### src/rtl/core/mwpa_pkg.sv
// Shared types and constants of the mecanum wheel power allocator.
// Used by every module of the block; depends on nothing.
`default_nettype none
package mwpa_pkg;

    localparam int WHEEL_COUNT = 4;

    localparam int SPEED_W   = 24;
    localparam int LIMIT_W   = 15;
    localparam int SUM_W     = 26;
    localparam int SHARE_W   = 26;
    localparam int DEN_W     = 25;
    localparam int MB_W      = 34;
    localparam int LQ_W      = 16;

    localparam logic [45:0] ROUND_HALF = 46'd128000;
    localparam logic [45:0] SAT_POS    = 46'd2147483648000;
    localparam logic [45:0] SAT_NEG    = 46'd2147483904000;
    localparam logic [30:0] RECIP_125  = 31'd1099511628;
    localparam logic [28:0] LIMIT_NUM  = 29'd468228096;
    localparam logic [9:0]  LIMIT_DEN  = 10'd935;
    localparam logic [6:0]  ZERO_RPM_SCALE = 7'd100;

    typedef enum logic [1:0] {
        CFG_POWER      = 2'd0,
        CFG_HALF_FRAME = 2'd1,
        CFG_INV_RADIUS = 2'd2,
        CFG_CLAMP      = 2'd3
    } t_cfg_idx;

    typedef struct packed {
        logic                      sum_zero;
        logic                      rpm_zero;
        logic [DEN_W-1:0]          den;
        logic signed [SPEED_W-1:0] speed;
    } t_lane_side;

    typedef struct packed {
        logic                      ovf;
        logic signed [SPEED_W-1:0] speed;
    } t_lim_side;

endpackage
`default_nettype wire

### src/rtl/core/mwpa_div.sv
// Pipelined restoring divider, one quotient bit per stage.
// The upper dividend part must be below the divisor; uses mwpa_pkg only for style.
`default_nettype none
module mwpa_div
    import mwpa_pkg::*;
#(
    parameter int QW = 16,
    parameter int VW = 25,
    parameter int SW = 1
) (
    input  wire logic          i_clk,
    input  wire logic          i_rst_n,
    input  wire logic          i_en,
    input  wire logic          i_vld,
    input  wire logic [VW-1:0] i_rem,
    input  wire logic [QW-1:0] i_low,
    input  wire logic [VW-1:0] i_div,
    input  wire logic [SW-1:0] i_side,
    output logic               o_vld,
    output logic [QW-1:0]      o_quo,
    output logic [SW-1:0]      o_side
);

    logic [VW-1:0] r_rem  [QW];
    logic [VW-1:0] r_div  [QW];
    logic [QW-1:0] r_low  [QW];
    logic [QW-1:0] r_quo  [QW];
    logic [SW-1:0] r_side [QW];
    logic          r_vld  [QW];

    for (genvar k = 0; k < QW; k++) begin : g_stage
        logic [VW-1:0] s_rem;
        logic [VW-1:0] s_div;
        logic [QW-1:0] s_low;
        logic [QW-1:0] s_quo;
        logic [SW-1:0] s_side;
        logic          s_vld;
        logic [VW:0]   w_trial;
        logic          w_ge;
        logic [VW-1:0] n_rem;

        if (k == 0) begin : g_first
            assign s_rem  = i_rem;
            assign s_div  = i_div;
            assign s_low  = i_low;
            assign s_quo  = '0;
            assign s_side = i_side;
            assign s_vld  = i_vld;
        end else begin : g_next
            assign s_rem  = r_rem[k-1];
            assign s_div  = r_div[k-1];
            assign s_low  = r_low[k-1];
            assign s_quo  = r_quo[k-1];
            assign s_side = r_side[k-1];
            assign s_vld  = r_vld[k-1];
        end

        assign w_trial = {s_rem, s_low[QW-1]};
        assign w_ge    = w_trial >= {1'b0, s_div};
        assign n_rem   = w_ge ? VW'(w_trial - {1'b0, s_div}) : w_trial[VW-1:0];

        always_ff @(posedge i_clk) begin
            if (!i_rst_n) begin
                r_vld[k] <= 1'b0;
            end else if (i_en) begin
                r_vld[k] <= s_vld;
            end
        end

        always_ff @(posedge i_clk) begin
            if (i_en) begin
                r_rem[k]  <= n_rem;
                r_div[k]  <= s_div;
                r_low[k]  <= {s_low[QW-2:0], 1'b0};
                r_quo[k]  <= {s_quo[QW-2:0], w_ge};
                r_side[k] <= s_side;
            end
        end
    end

    assign o_vld  = r_vld[QW-1];
    assign o_quo  = r_quo[QW-1];
    assign o_side = r_side[QW-1];

endmodule
`default_nettype wire

### config.mk
export PLATFORM = sky130hd
export DESIGN_NAME = mwpa_div
export DESIGN_NICKNAME = d
export VERILOG_FILES = /design/src/rtl/core/mwpa_pkg.sv /design/src/rtl/core/mwpa_div.sv
export SDC_FILE = /design/constraint.sdc
export NUM_CORES = 2
export LEC_CHECK = 0
export ABC_AREA = 1
export BUFFER_PORTS_ARGS = -buffer_cell sky130_fd_sc_hd__buf_2
export CAP_MARGIN = 20
export CORE_MARGIN = 2
export CORE_UTILIZATION = 49
export DETAILED_ROUTE_END_ITERATION = 7
export GPL_TIMING_DRIVEN = 0
export MAX_ROUTING_LAYER = met4
export PLACE_DENSITY = 0.65
export SYNTH_ARGS = -nofsm -noshare
export SYNTH_HDL_FRONTEND = slang
export SYNTH_SLANG_ARGS = --single-unit
### constraint.sdc
create_clock -name i_clk -period 3.5 [get_ports i_clk]
set_input_delay 0.7 -clock i_clk [delete_from_list [all_inputs] [get_ports i_clk]]
set_output_delay 0.7 -clock i_clk [all_outputs]
set_load 0.02 [all_outputs]
==> run_results.csv <==
group,metric,value,unit
run_status,outcome,"completed",
timing,maxSlewHeadroom,53.3,%
final_layout,seq_area,31200,um2
cts,worstSkewPairLatency,0.74,ns
timing,maxSlewViolCount,0,
cts,clockBufferDepth,3,
setup_path,startpoint,"i_en",
final_layout,mostFrequentLayoutCell,"nand2_1",
synth,syn_area,68700,um2
synth,ys_types,37,
drt,drt_iter0_drc,4831,
timing,finalSetupTns,0,ns
final_layout,fill_cells,13349,
drt,drc,0,
global_route,grt_pass1_wl,293000,um
setup_path,cp_data_arrival_time,3.51,ns
synth,syn-num-nets,9319,
setup_path,slowest_stage,"buf_16",
floorplan,initial_utilization,49.3,%
synth,ys_ff_latch,1038,
drt,drt-wirelength-per-cell,17.5,um
setup_path,r2r_cells,10,
synth,synth-compound-area-share,1.74,%
global_route,grt_util_all_layers,27.5,%
synth,synthCells,8833,
final_layout,area_growth,9.63,%
setup_path,critPathLaunchType,"input port",
final_layout,final_cell_mix,"3503 x nand2_1, 1836 x inv_1, 1037 x edfxtp_1, 497 x nand4_1, 480 x nor2_1",
setup_path,crit_path_max_incr_delay,0.45,ns
timing,tightest_slew,0.700,ns
cts,cts_resized,0,
floorplan,fp.dieArea,143000,um2
synth,yosys_warnings,0,
global_route,grt_pass1_vias,51627,
synth,yosys.area_share.simple,31.7,%
cts,hold_buffers,0,
global_route,grt_max_degree,132,
timing,rsz0062_at_grt,"false",
floorplan,std_cell_rows,137,
cts,cts_setup_buffers,0,
drt,dr.pass1.iters,5,
setup_path,worstSetupEndpointType,"register",
power_and_ir_drop,irDropWorstVdd,0.481,mV
cts,clk_pin_slew,0.06,ns
cts,root_buffer,"clkbuf_16",
final_layout,layout.nets,9528,
timing,setup_slack,0.379,ns
drt,drtAntennaViolNets,0,
placement,gp_congestion,0.960,
floorplan,core-area,139000,um2
synth,synth_fa_ha_area_share,7.73,%
drt,wirelength,193000,um
timing,whs,0.127,ns
synth,synth_seq_area_share,45.4,%
setup_path,r2r_start,"r_rem[12][6]",
setup_path,path_common_cell,"buf_16",
floorplan,io_pins,89,
power_and_ir_drop,powerDensity,824,nW/um2
placement,dp_cells,10806,
timing,period_minus_slack,3.12,ns
final_layout,finalNonFillerCells,11008,
cts,cts_tree,"yes",
setup_path,path_cells,"buf_8, buf_16, buf_16, buf_16, buf_16, buf_16",
synth,synth_top_family_by_area,"simple AND/OR/NAND/NOR gates",
setup_path,r2r_end,"r_rem[13][20]",
synth,synthMuxAreaShare,0,%
drt,route.vias.total,55781,
timing,hold_violations,0,
cts,clock_sinks,1038,
job,cap_violations,0,
setup_path,worst-path-max-fanout,114,
synth,avgSynthCellArea,7.77,um2
placement,dp_hpwl,155000,um
final_layout,layout-drive-gt1-share,5.82,%
synth,synthXorXnorAreaFrac,2.24,%
power_and_ir_drop,p_leak,38.8,nW
setup_path,criticalPathCategory,"in2reg",
timing,fin_worst_skew,0.0447,ns
global_route,grt_overflow,0,
setup_path,cp-endpoint,"r_div[10][18]",
drt,vias_per_cell,5.07,
timing,post-route-period-util,89.2,%
floorplan,die_h,378,um
final_layout,multi_input_area,29800,um2
power_and_ir_drop,power,62.0,mW
floorplan,dieWidth,378,um
setup_path,required,3.89,ns
timing,setup_viol,0,
setup_path,reg2reg_slack,0.61,ns
worst_hold_path,hp-class,"in2reg",
placement,port-buffer-count,88,
placement,dpl_worst_slack,-0.431,ns
global_route,antenna_found_initial,3,
cts,cts_buffers,110,
cts,htree_levels,3,
timing,max_freq,0.320,GHz
[Yosys cell counts, drive strengths merged]
library cell     n  area [um2]
nand3          362        2260
xor2           176        1540
o21ai            4        20.0
inv           1844        6920
nand3b          27         203
o21a            15         113
ha             400        5000
nand2         3536       13400
nor2           507        1970
a21oi          174        1040
nand4          498        3130
nor3            48         423
or2             30         188
fa              15         300
a31oi            1        6.26
o2111ai          1        8.76
dfxtp            1        20.0
edfxtp        1037       31100
o211ai           1        7.51
and2            32         200
nor3b            1        12.5
clkbuf          11        41.3
nor4             2        18.8
buf            110         746
[worst max-delay path, delay by kind of cell]
family | cells | cell delay [ns]
buf+inv | 6 | 2.38
[stage by stage]
step	cell area, um2	utilization (%)
detailed placement	71700	51.5
floorplan	68700	-
global route	75300	54.0
global placement	71500	51.3
CTS	75300	54.0
finish	75300	54.0
[power breakdown]
group	internal, mW	total, mW	switching, mW	leakage [nW]
combinational	9.97	30.4	20.5	26.9
clock	6.51	11.5	5.00	1.73
sequential	17.8	20.1	2.24	10.2
total	34.3	62.0	27.7	38.8
[final cells by class]
class	instances	area share, %
diodes	1	0.00332
plain buffers	121	1.05
clock buffers	127	3.77
clock inverters	74	0.964
inverters	1844	9.19
multi-input cells	5830	39.6
flip-flops and latches	1038	41.4
well taps	1876	3.12
repair buffers	97	0.927
[cells by family after synthesis]
group | after synthesis
and+or+nand+nor | 5043
buffers and inverters | 1965
DFF | 1038
adders and majority gates | 415
AOI/OAI and AO/OA | 196
xor gates and xnor gates | 176
[worst min-delay path by stage]
stage | start | end | slack [ns] | cells past startpoint
after detailed placement | r_low[0][5] | r_low[1][6] | 0.40 | 0
final | i_low[11] | r_low[0][11] | 0.13 | 1
after global placement | r_quo[10][10] | r_quo[11][11] | 0.40 | 0
after CTS | i_low[11] | r_low[0][11] | 0.07 | 1
after floorplan | r_low[9][9] | r_low[10][10] | 0.40 | 0
after global routing | i_side | r_side[0][0] | 0.08 | 1
[layer usage]
metal,up-vias,track usage (%),wire [um]
li1,28405,-,-
met1,25448,35.6,84800
met2,1580,45.2,91100
met3,348,2.83,9880
met4,0,9.20,7020
met5,-,-,0
[sequential cells by signal, summed over array words and instances, names as in the netlist]
register and cells:
r_rem 375, r_quo 136, r_vld 16, r_side 16
r_div 375, r_low 120
(Power assumes the default switching activity.)
