==> src/rtl/core/mwpa_pkg.sv <==
// Shared types and constants of the mecanum wheel power allocator.
// Used by every module of the block; depends on nothing.
`default_nettype none
package mwpa_pkg;

    localparam int WHEEL_COUNT = 4;

    localparam int SPEED_W   = 24;
    localparam int LIMIT_W   = 15;
    localparam int SUM_W     = 26;
    localparam int SHARE_W   = 26;
    localparam int DEN_W     = 25;
    localparam int MB_W      = 34;
    localparam int LQ_W      = 16;

    localparam logic [45:0] ROUND_HALF = 46'd128000;
    localparam logic [45:0] SAT_POS    = 46'd2147483648000;
    localparam logic [45:0] SAT_NEG    = 46'd2147483904000;
    localparam logic [30:0] RECIP_125  = 31'd1099511628;
    localparam logic [28:0] LIMIT_NUM  = 29'd468228096;
    localparam logic [9:0]  LIMIT_DEN  = 10'd935;
    localparam logic [6:0]  ZERO_RPM_SCALE = 7'd100;

    typedef enum logic [1:0] {
        CFG_POWER      = 2'd0,
        CFG_HALF_FRAME = 2'd1,
        CFG_INV_RADIUS = 2'd2,
        CFG_CLAMP      = 2'd3
    } t_cfg_idx;

    typedef struct packed {
        logic                      sum_zero;
        logic                      rpm_zero;
        logic [DEN_W-1:0]          den;
        logic signed [SPEED_W-1:0] speed;
    } t_lane_side;

    typedef struct packed {
        logic                      ovf;
        logic signed [SPEED_W-1:0] speed;
    } t_lim_side;

endpackage
`default_nettype wire

==> src/rtl/core/mwpa_div.sv <==
// Pipelined restoring divider, one quotient bit per stage.
// The upper dividend part must be below the divisor; uses mwpa_pkg only for style.
`default_nettype none
module mwpa_div
    import mwpa_pkg::*;
#(
    parameter int QW = 16,
    parameter int VW = 25,
    parameter int SW = 1
) (
    input  wire logic          i_clk,
    input  wire logic          i_rst_n,
    input  wire logic          i_en,
    input  wire logic          i_vld,
    input  wire logic [VW-1:0] i_rem,
    input  wire logic [QW-1:0] i_low,
    input  wire logic [VW-1:0] i_div,
    input  wire logic [SW-1:0] i_side,
    output logic               o_vld,
    output logic [QW-1:0]      o_quo,
    output logic [SW-1:0]      o_side
);

    logic [VW-1:0] r_rem  [QW];
    logic [VW-1:0] r_div  [QW];
    logic [QW-1:0] r_low  [QW];
    logic [QW-1:0] r_quo  [QW];
    logic [SW-1:0] r_side [QW];
    logic          r_vld  [QW];

    for (genvar k = 0; k < QW; k++) begin : g_stage
        logic [VW-1:0] s_rem;
        logic [VW-1:0] s_div;
        logic [QW-1:0] s_low;
        logic [QW-1:0] s_quo;
        logic [SW-1:0] s_side;
        logic          s_vld;
        logic [VW:0]   w_trial;
        logic          w_ge;
        logic [VW-1:0] n_rem;

        if (k == 0) begin : g_first
            assign s_rem  = i_rem;
            assign s_div  = i_div;
            assign s_low  = i_low;
            assign s_quo  = '0;
            assign s_side = i_side;
            assign s_vld  = i_vld;
        end else begin : g_next
            assign s_rem  = r_rem[k-1];
            assign s_div  = r_div[k-1];
            assign s_low  = r_low[k-1];
            assign s_quo  = r_quo[k-1];
            assign s_side = r_side[k-1];
            assign s_vld  = r_vld[k-1];
        end

        assign w_trial = {s_rem, s_low[QW-1]};
        assign w_ge    = w_trial >= {1'b0, s_div};
        assign n_rem   = w_ge ? VW'(w_trial - {1'b0, s_div}) : w_trial[VW-1:0];

        always_ff @(posedge i_clk) begin
            if (!i_rst_n) begin
                r_vld[k] <= 1'b0;
            end else if (i_en) begin
                r_vld[k] <= s_vld;
            end
        end

        always_ff @(posedge i_clk) begin
            if (i_en) begin
                r_rem[k]  <= n_rem;
                r_div[k]  <= s_div;
                r_low[k]  <= {s_low[QW-2:0], 1'b0};
                r_quo[k]  <= {s_quo[QW-2:0], w_ge};
                r_side[k] <= s_side;
            end
        end
    end

    assign o_vld  = r_vld[QW-1];
    assign o_quo  = r_quo[QW-1];
    assign o_side = r_side[QW-1];

endmodule
`default_nettype wire

==> src/rtl/core/mwpa_limit.sv <==
// Per-wheel current limit lane: power share to limit, divide by rpm, clamp.
// Depends on mwpa_pkg and mwpa_div.
`default_nettype none
module mwpa_limit
    import mwpa_pkg::*;
(
    input  wire logic                   i_clk,
    input  wire logic                   i_rst_n,
    input  wire logic                   i_en,
    input  wire logic                   i_vld,
    input  wire logic [SHARE_W-1:0]     i_quo,
    input  wire t_lane_side             i_side,
    input  wire logic [9:0]             i_budget,
    input  wire logic [LIMIT_W-1:0]     i_clamp,
    output logic                        o_vld,
    output logic signed [SPEED_W-1:0]   o_speed,
    output logic [LIMIT_W-1:0]          o_limit
);

    logic [3:0]                r_vld;
    logic [54:0]               r1_a;
    logic                      r1_rz;
    logic [DEN_W-1:0]          r1_den, r2_den;
    logic signed [SPEED_W-1:0] r1_spd, r2_spd, r3_spd;
    logic [45:0]               r2_nn;
    logic                      r3_ovf;
    logic [DEN_W-1:0]          r3_rem, r3_den;
    logic [LQ_W-1:0]           r3_low;
    logic signed [SPEED_W-1:0] r4_spd;
    logic [LIMIT_W-1:0]        r4_lim;

    logic [SHARE_W-1:0]        n1_share;
    logic [61:0]               n2_num;
    logic [29:0]               n3_hi;
    logic                      n3_ovf;
    t_lim_side                 w_side_in, w_side_out;
    logic [$bits(t_lim_side)-1:0] w_side_vec;
    logic                      w_div_vld;
    logic [LQ_W-1:0]           w_quo;

    always_comb begin
        n1_share = i_side.sum_zero ? SHARE_W'({i_budget, 14'd0}) : i_quo;
        n2_num   = r1_rz ? 62'(r1_a) * 62'(ZERO_RPM_SCALE) : 62'(r1_a);
        n3_hi    = r2_nn[45:16];
        n3_ovf   = n3_hi >= 30'(r2_den);
    end

    always_ff @(posedge i_clk) begin
        if (!i_rst_n) begin
            r_vld <= '0;
        end else if (i_en) begin
            r_vld <= {w_div_vld, r_vld[1:0], i_vld};
        end
    end

    always_ff @(posedge i_clk) begin
        if (i_en) begin
            r1_a   <= 55'(n1_share) * 55'(LIMIT_NUM);
            r1_rz  <= i_side.rpm_zero;
            r1_den <= i_side.den;
            r1_spd <= i_side.speed;

            r2_nn  <= n2_num[61:16];
            r2_den <= r1_den;
            r2_spd <= r1_spd;

            r3_ovf <= n3_ovf;
            r3_rem <= n3_ovf ? '0 : n3_hi[DEN_W-1:0];
            r3_low <= r2_nn[LQ_W-1:0];
            r3_den <= r2_den;
            r3_spd <= r2_spd;

            r4_spd <= w_side_out.speed;
            r4_lim <= (w_side_out.ovf || (w_quo > LQ_W'(i_clamp))) ? i_clamp
                                                                   : w_quo[LIMIT_W-1:0];
        end
    end

    assign w_side_in.ovf   = r3_ovf;
    assign w_side_in.speed = r3_spd;
    assign w_side_out      = w_side_vec;

    mwpa_div #(
        .QW (LQ_W),
        .VW (DEN_W),
        .SW ($bits(t_lim_side))
    ) u_div (
        .i_clk   (i_clk),
        .i_rst_n (i_rst_n),
        .i_en    (i_en),
        .i_vld   (r_vld[2]),
        .i_rem   (r3_rem),
        .i_low   (r3_low),
        .i_div   (r3_den),
        .i_side  (w_side_in),
        .o_vld   (w_div_vld),
        .o_quo   (w_quo),
        .o_side  (w_side_vec)
    );

    assign o_vld   = r_vld[3];
    assign o_speed = r4_spd;
    assign o_limit = r4_lim;

endmodule
`default_nettype wire

==> config.mk <==
export PLATFORM = sky130hd
export DESIGN_NAME = mwpa_limit
export DESIGN_NICKNAME = d
export VERILOG_FILES = /design/src/rtl/core/mwpa_pkg.sv /design/src/rtl/core/mwpa_div.sv /design/src/rtl/core/mwpa_limit.sv
export SDC_FILE = /design/constraint.sdc
export NUM_CORES = 2
export LEC_CHECK = 0
export BUFFER_PORTS_ARGS = -buffer_cell sky130_fd_sc_hd__buf_2
export CORE_MARGIN = 2
export CORE_UTILIZATION = 65
export DETAILED_ROUTE_END_ITERATION = 10
export PLACE_DENSITY_LB_ADDON = 0.1
export RECOVER_POWER = 25
export SYNTH_ARGS = -nofsm -noshare
export SYNTH_HDL_FRONTEND = slang
export SYNTH_HIERARCHICAL = 1
export SYNTH_SLANG_ARGS = --single-unit
==> constraint.sdc <==
create_clock -name i_clk -period 23.6 [get_ports i_clk]
set_clock_uncertainty 0.2 [all_clocks]
set_input_delay 5.9 -clock i_clk [delete_from_list [all_inputs] [get_ports i_clk]]
set_output_delay 5.9 -clock i_clk [all_outputs]
set_load 0.03 [all_outputs]
==> flow_summary.json <==
{
  "gp_congestion": 0.905,
  "synth_area_per_cell_um2": 12.8,
  "cts_max_path_buffers": 3,
  "status": "finished clean",
  "crit_path_max_fanout": 48,
  "numCtsBuffers": 172,
  "netlist_area_um2": 92600,
  "path_class": "input pin to register",
  "cts_resized": 0,
  "yosys_warnings": 6,
  "root_buffer": "clkbuf_16",
  "worstPathArrival_ns": 12.72,
  "async_flop_share_pct": 0,
  "r2r.worst_path.cells": 15,
  "dr.pass1.iters": 6,
  "grt_usage_pct": 24.5,
  "post_cts_buffers": 0,
  "diodes": 0,
  "synth_top_family_by_area": "adder cells",
  "muxShareOfSynthArea_pct": 3.31,
  "die_w_um": 381,
  "core_area_um2": 141000,
  "synthAdderAreaFrac_pct": 15.1,
  "fin_nets": 8528,
  "cts.clk_slew.worst_paths_ns": 0.07,
  "htreeDepth": 4,
  "drtAntennaViolNets": 0,
  "final_common_cell": "edfxtp_1",
  "synth_xor_area_share_pct": 3.98,
  "synth-simple-area-share_pct": 6.48,
  "seq_area_frac_synth_pct": 56.5,
  "n_fill_cell": 9540,
  "finalHoldViolCount": 0,
  "hold_path_class": "register to register",
  "rsz0062_at_grt": "false",
  "maxSlewViolCount": 0,
  "finalCritPeriodShare_pct": 52.1,
  "grt_start_max_net_pins": 168,
  "crit_path_end_kind": "register",
  "clkLatencyLatePin_ns": 0.81,
  "grt_pass1_wl_um": 285000,
  "fin_crit_ns": 12.29,
  "synth_seq_cells": 1745,
  "dp_hpwl_um": 131000,
  "max_slew_margin_pct": 19.5,
  "syn_nets": 8293,
  "clock.fmax_mhz": 81.3,
  "synthCells": 7213,
  "detailroute.via_count": 54200,
  "final.setup.tns_ns": 0,
  "setup_viol": 0,
  "fp.dieH_um": 381,
  "maxCapViolations": 0,
  "grt_antenna_before_repair": 0,
  "ys_types": 107,
  "synthToLayoutAreaGrowth_pct": 9.29,
  "synth-compound-area-share_pct": 9.65,
  "start_util_pct": 65.5,
  "row_count": 138,
  "holdPathEnd": "u_div/r_side[2][46]$_DFFE_PP_",
  "cts_tree": "built",
  "synth_edf_count": 1740,
  "drive_above_1_share_pct": 9.67,
  "via_per_inst": 5.72,
  "dieArea_um2": 146000,
  "mostFrequentLayoutCells": "edfxtp_1 (1,740), inv_1 (1,065), ha_1 (740)",
  "io_pins": 146,
  "ys.flop_type": "edfxtp_1",
  "grt_overflow": 0,
  "startpoint_type": "input pin",
  "numPortBuffers": 145,
  "required_ns": 24.02,
  "r2r_start": "r1_a[14]$_DFFE_PP_",
  "hold_start": "u_div/r_side[2][21]$_DFFE_PP_",
  "wl_per_cell_um": 18.6,
  "drtIter0Drc": 3414,
  "hold_buffers": 0,
  "hold_depth": 0,
  "cts_num_sinks": 1745,
  "reg2reg_setup_slack_ns": 18.70,
  "grt_pass1_vias": 54900,
  "rr_endpoint": "r2_nn[38]$_DFFE_PP_",
  "drcViolationCount": 0,
  "worst_slew_pin_slew_ns": 1.21,
  "drt_wl_total_um": 177000
}
state kept, by name, summed over array words and instances, names as in the netlist, 24 cells and up:
register	cells
r1_spd	24
u_div/r_div	375
r2_spd	24
u_div/r_quo	136
r3_rem	25
r1_a	44
r3_den	25
r1_den	25
r2_nn	46
r3_spd	24
u_div/r_side	400
r2_den	25
u_div/r_rem	375
o_speed	24
u_div/r_low	120
critical path: stages:
cell and delay (ns):
buf_2 0.08, buf_4 0.47, mux2i_1 0.68, inv_1 0.26, ha_1 0.41, inv_1 0.07
fa_1 0.47, inv_1 0.05, fa_1 0.44, fa_1 0.50, fa_1 0.50, inv_1 0.05
fa_1 0.48, inv_1 0.04, ha_1 0.40, a21o_1 0.20, a21o_1 0.17, a21oi_1 0.25
nand3_1 0.11, o21ai_1 0.20, nand2_1 0.08, o221ai_1 0.31, or4b_1 0.47, o211ai_1 0.10
worst max-delay path by stage:
stage | cells past startpoint | slack, ns | end | start
CTS | 24 | 11.37 | r1_a[53]$_DFFE_PP_ | i_side[50]
detailed placement | 24 | 10.51 | r1_a[52]$_DFFE_PP_ | i_side[50]
floorplan | 23 | 11.21 | r1_a[53]$_DFFE_PP_ | i_side[50]
global placement | 24 | 10.61 | r1_a[53]$_DFFE_PP_ | i_side[50]
global route | 24 | 10.92 | r1_a[53]$_DFFE_PP_ | i_side[50]
finish | 24 | 11.31 | r1_a[53]$_DFFE_PP_ | i_side[50]
per-layer routing:
metal / vias up / track usage (%) / part of all wire (%) / wire, µm
met5: - / 0 / 0 / 0
met4: 0 / 8.16 / 3.1 / 5470
met3: 328 / 3.22 / 3.6 / 6390
met2: 1146 / 43.4 / 51 / 90600
met1: 26400 / 31.4 / 42 / 74200
li1: 26400 / - / - / -
synthesized netlist by cell type (10+ instances only):
cell / n / area, µm²
and2_1: 50 / 313
o21ai_1: 50 / 250
clkbuf_1: 74 / 278
nand3_1: 91 / 455
a211o_1: 17 / 149
nor3_1: 70 / 350
nand2b_1: 73 / 457
mux2_4: 18 / 270
a31oi_1: 45 / 282
or3_1: 16 / 100
o22ai_1: 14 / 87.6
mux2_2: 200 / 2250
nor4_1: 18 / 113
o21bai_1: 58 / 435
a211oi_1: 31 / 233
and3_1: 56 / 350
o31a_1: 11 / 96.3
ha_1: 740 / 9260
fa_1: 234 / 4680
a21oi_1: 421 / 2110
nor2_1: 291 / 1090
inv_1: 1065 / 4000
o21a_1: 53 / 398
nor2b_1: 80 / 500
nand4_1: 82 / 513
xor2_1: 148 / 1300
mux2_1: 15 / 169
xnor2_1: 273 / 2390
o211ai_1: 24 / 180
nand2_1: 311 / 1170
a221oi_1: 16 / 140
a31o_2: 10 / 87.6
mux2i_1: 37 / 370
or2_2: 24 / 150
edfxtp_1: 1740 / 52300
a21o_1: 219 / 1640
o31ai_1: 24 / 180
o21ai_0: 277 / 1390
a41oi_1: 11 / 96.3
buf_6: 14 / 158
buf_2: 18 / 90.1
cell type report:
class | instances | area (µm²) | share of cell area, %
inverter | 1067 | 4010 | 3.96
tap | 1890 | 2360 | 2.34
clock inverter | 111 | 1220 | 1.21
multi-input combinational | 4280 | 35700 | 35.3
sequential | 1745 | 52400 | 51.7
clock buffer | 204 | 4530 | 4.47
timing repair buffer | 182 | 1040 | 1.03
cell families (layout without fill, tap and decap cells):
| logic type | count (synthesis) | in the layout |
|---|---|---|
| flops | 1745 | 1745 |
| compound gates | 1401 | 1401 |
| simple gates | 1214 | 1214 |
| buf+inv | 1188 | 1564 |
| fa+ha+maj | 974 | 974 |
| xor+xnor | 421 | 421 |
| mux | 270 | 270 |
per-stage QoR:
stage	setup WS [ns]	instances	util [%]	hold WS (ns)	cell area (µm²)
3_3_place_gp	10.61	9164	67.5	0.200	95500
4_1_cts	11.37	9479	71.6	0.191	101000
3_5_place_dp	10.51	9164	67.5	0.205	95500
6_report	11.31	9479	71.6	0.191	101000
5_1_grt	10.92	9479	71.6	0.211	101000
2_1_floorplan	11.21	7213	-	0.200	92600
Power is left out: the tool's default activity adds up to more than one toggle a clock period on the data nets, which glitch-free logic cannot reach.
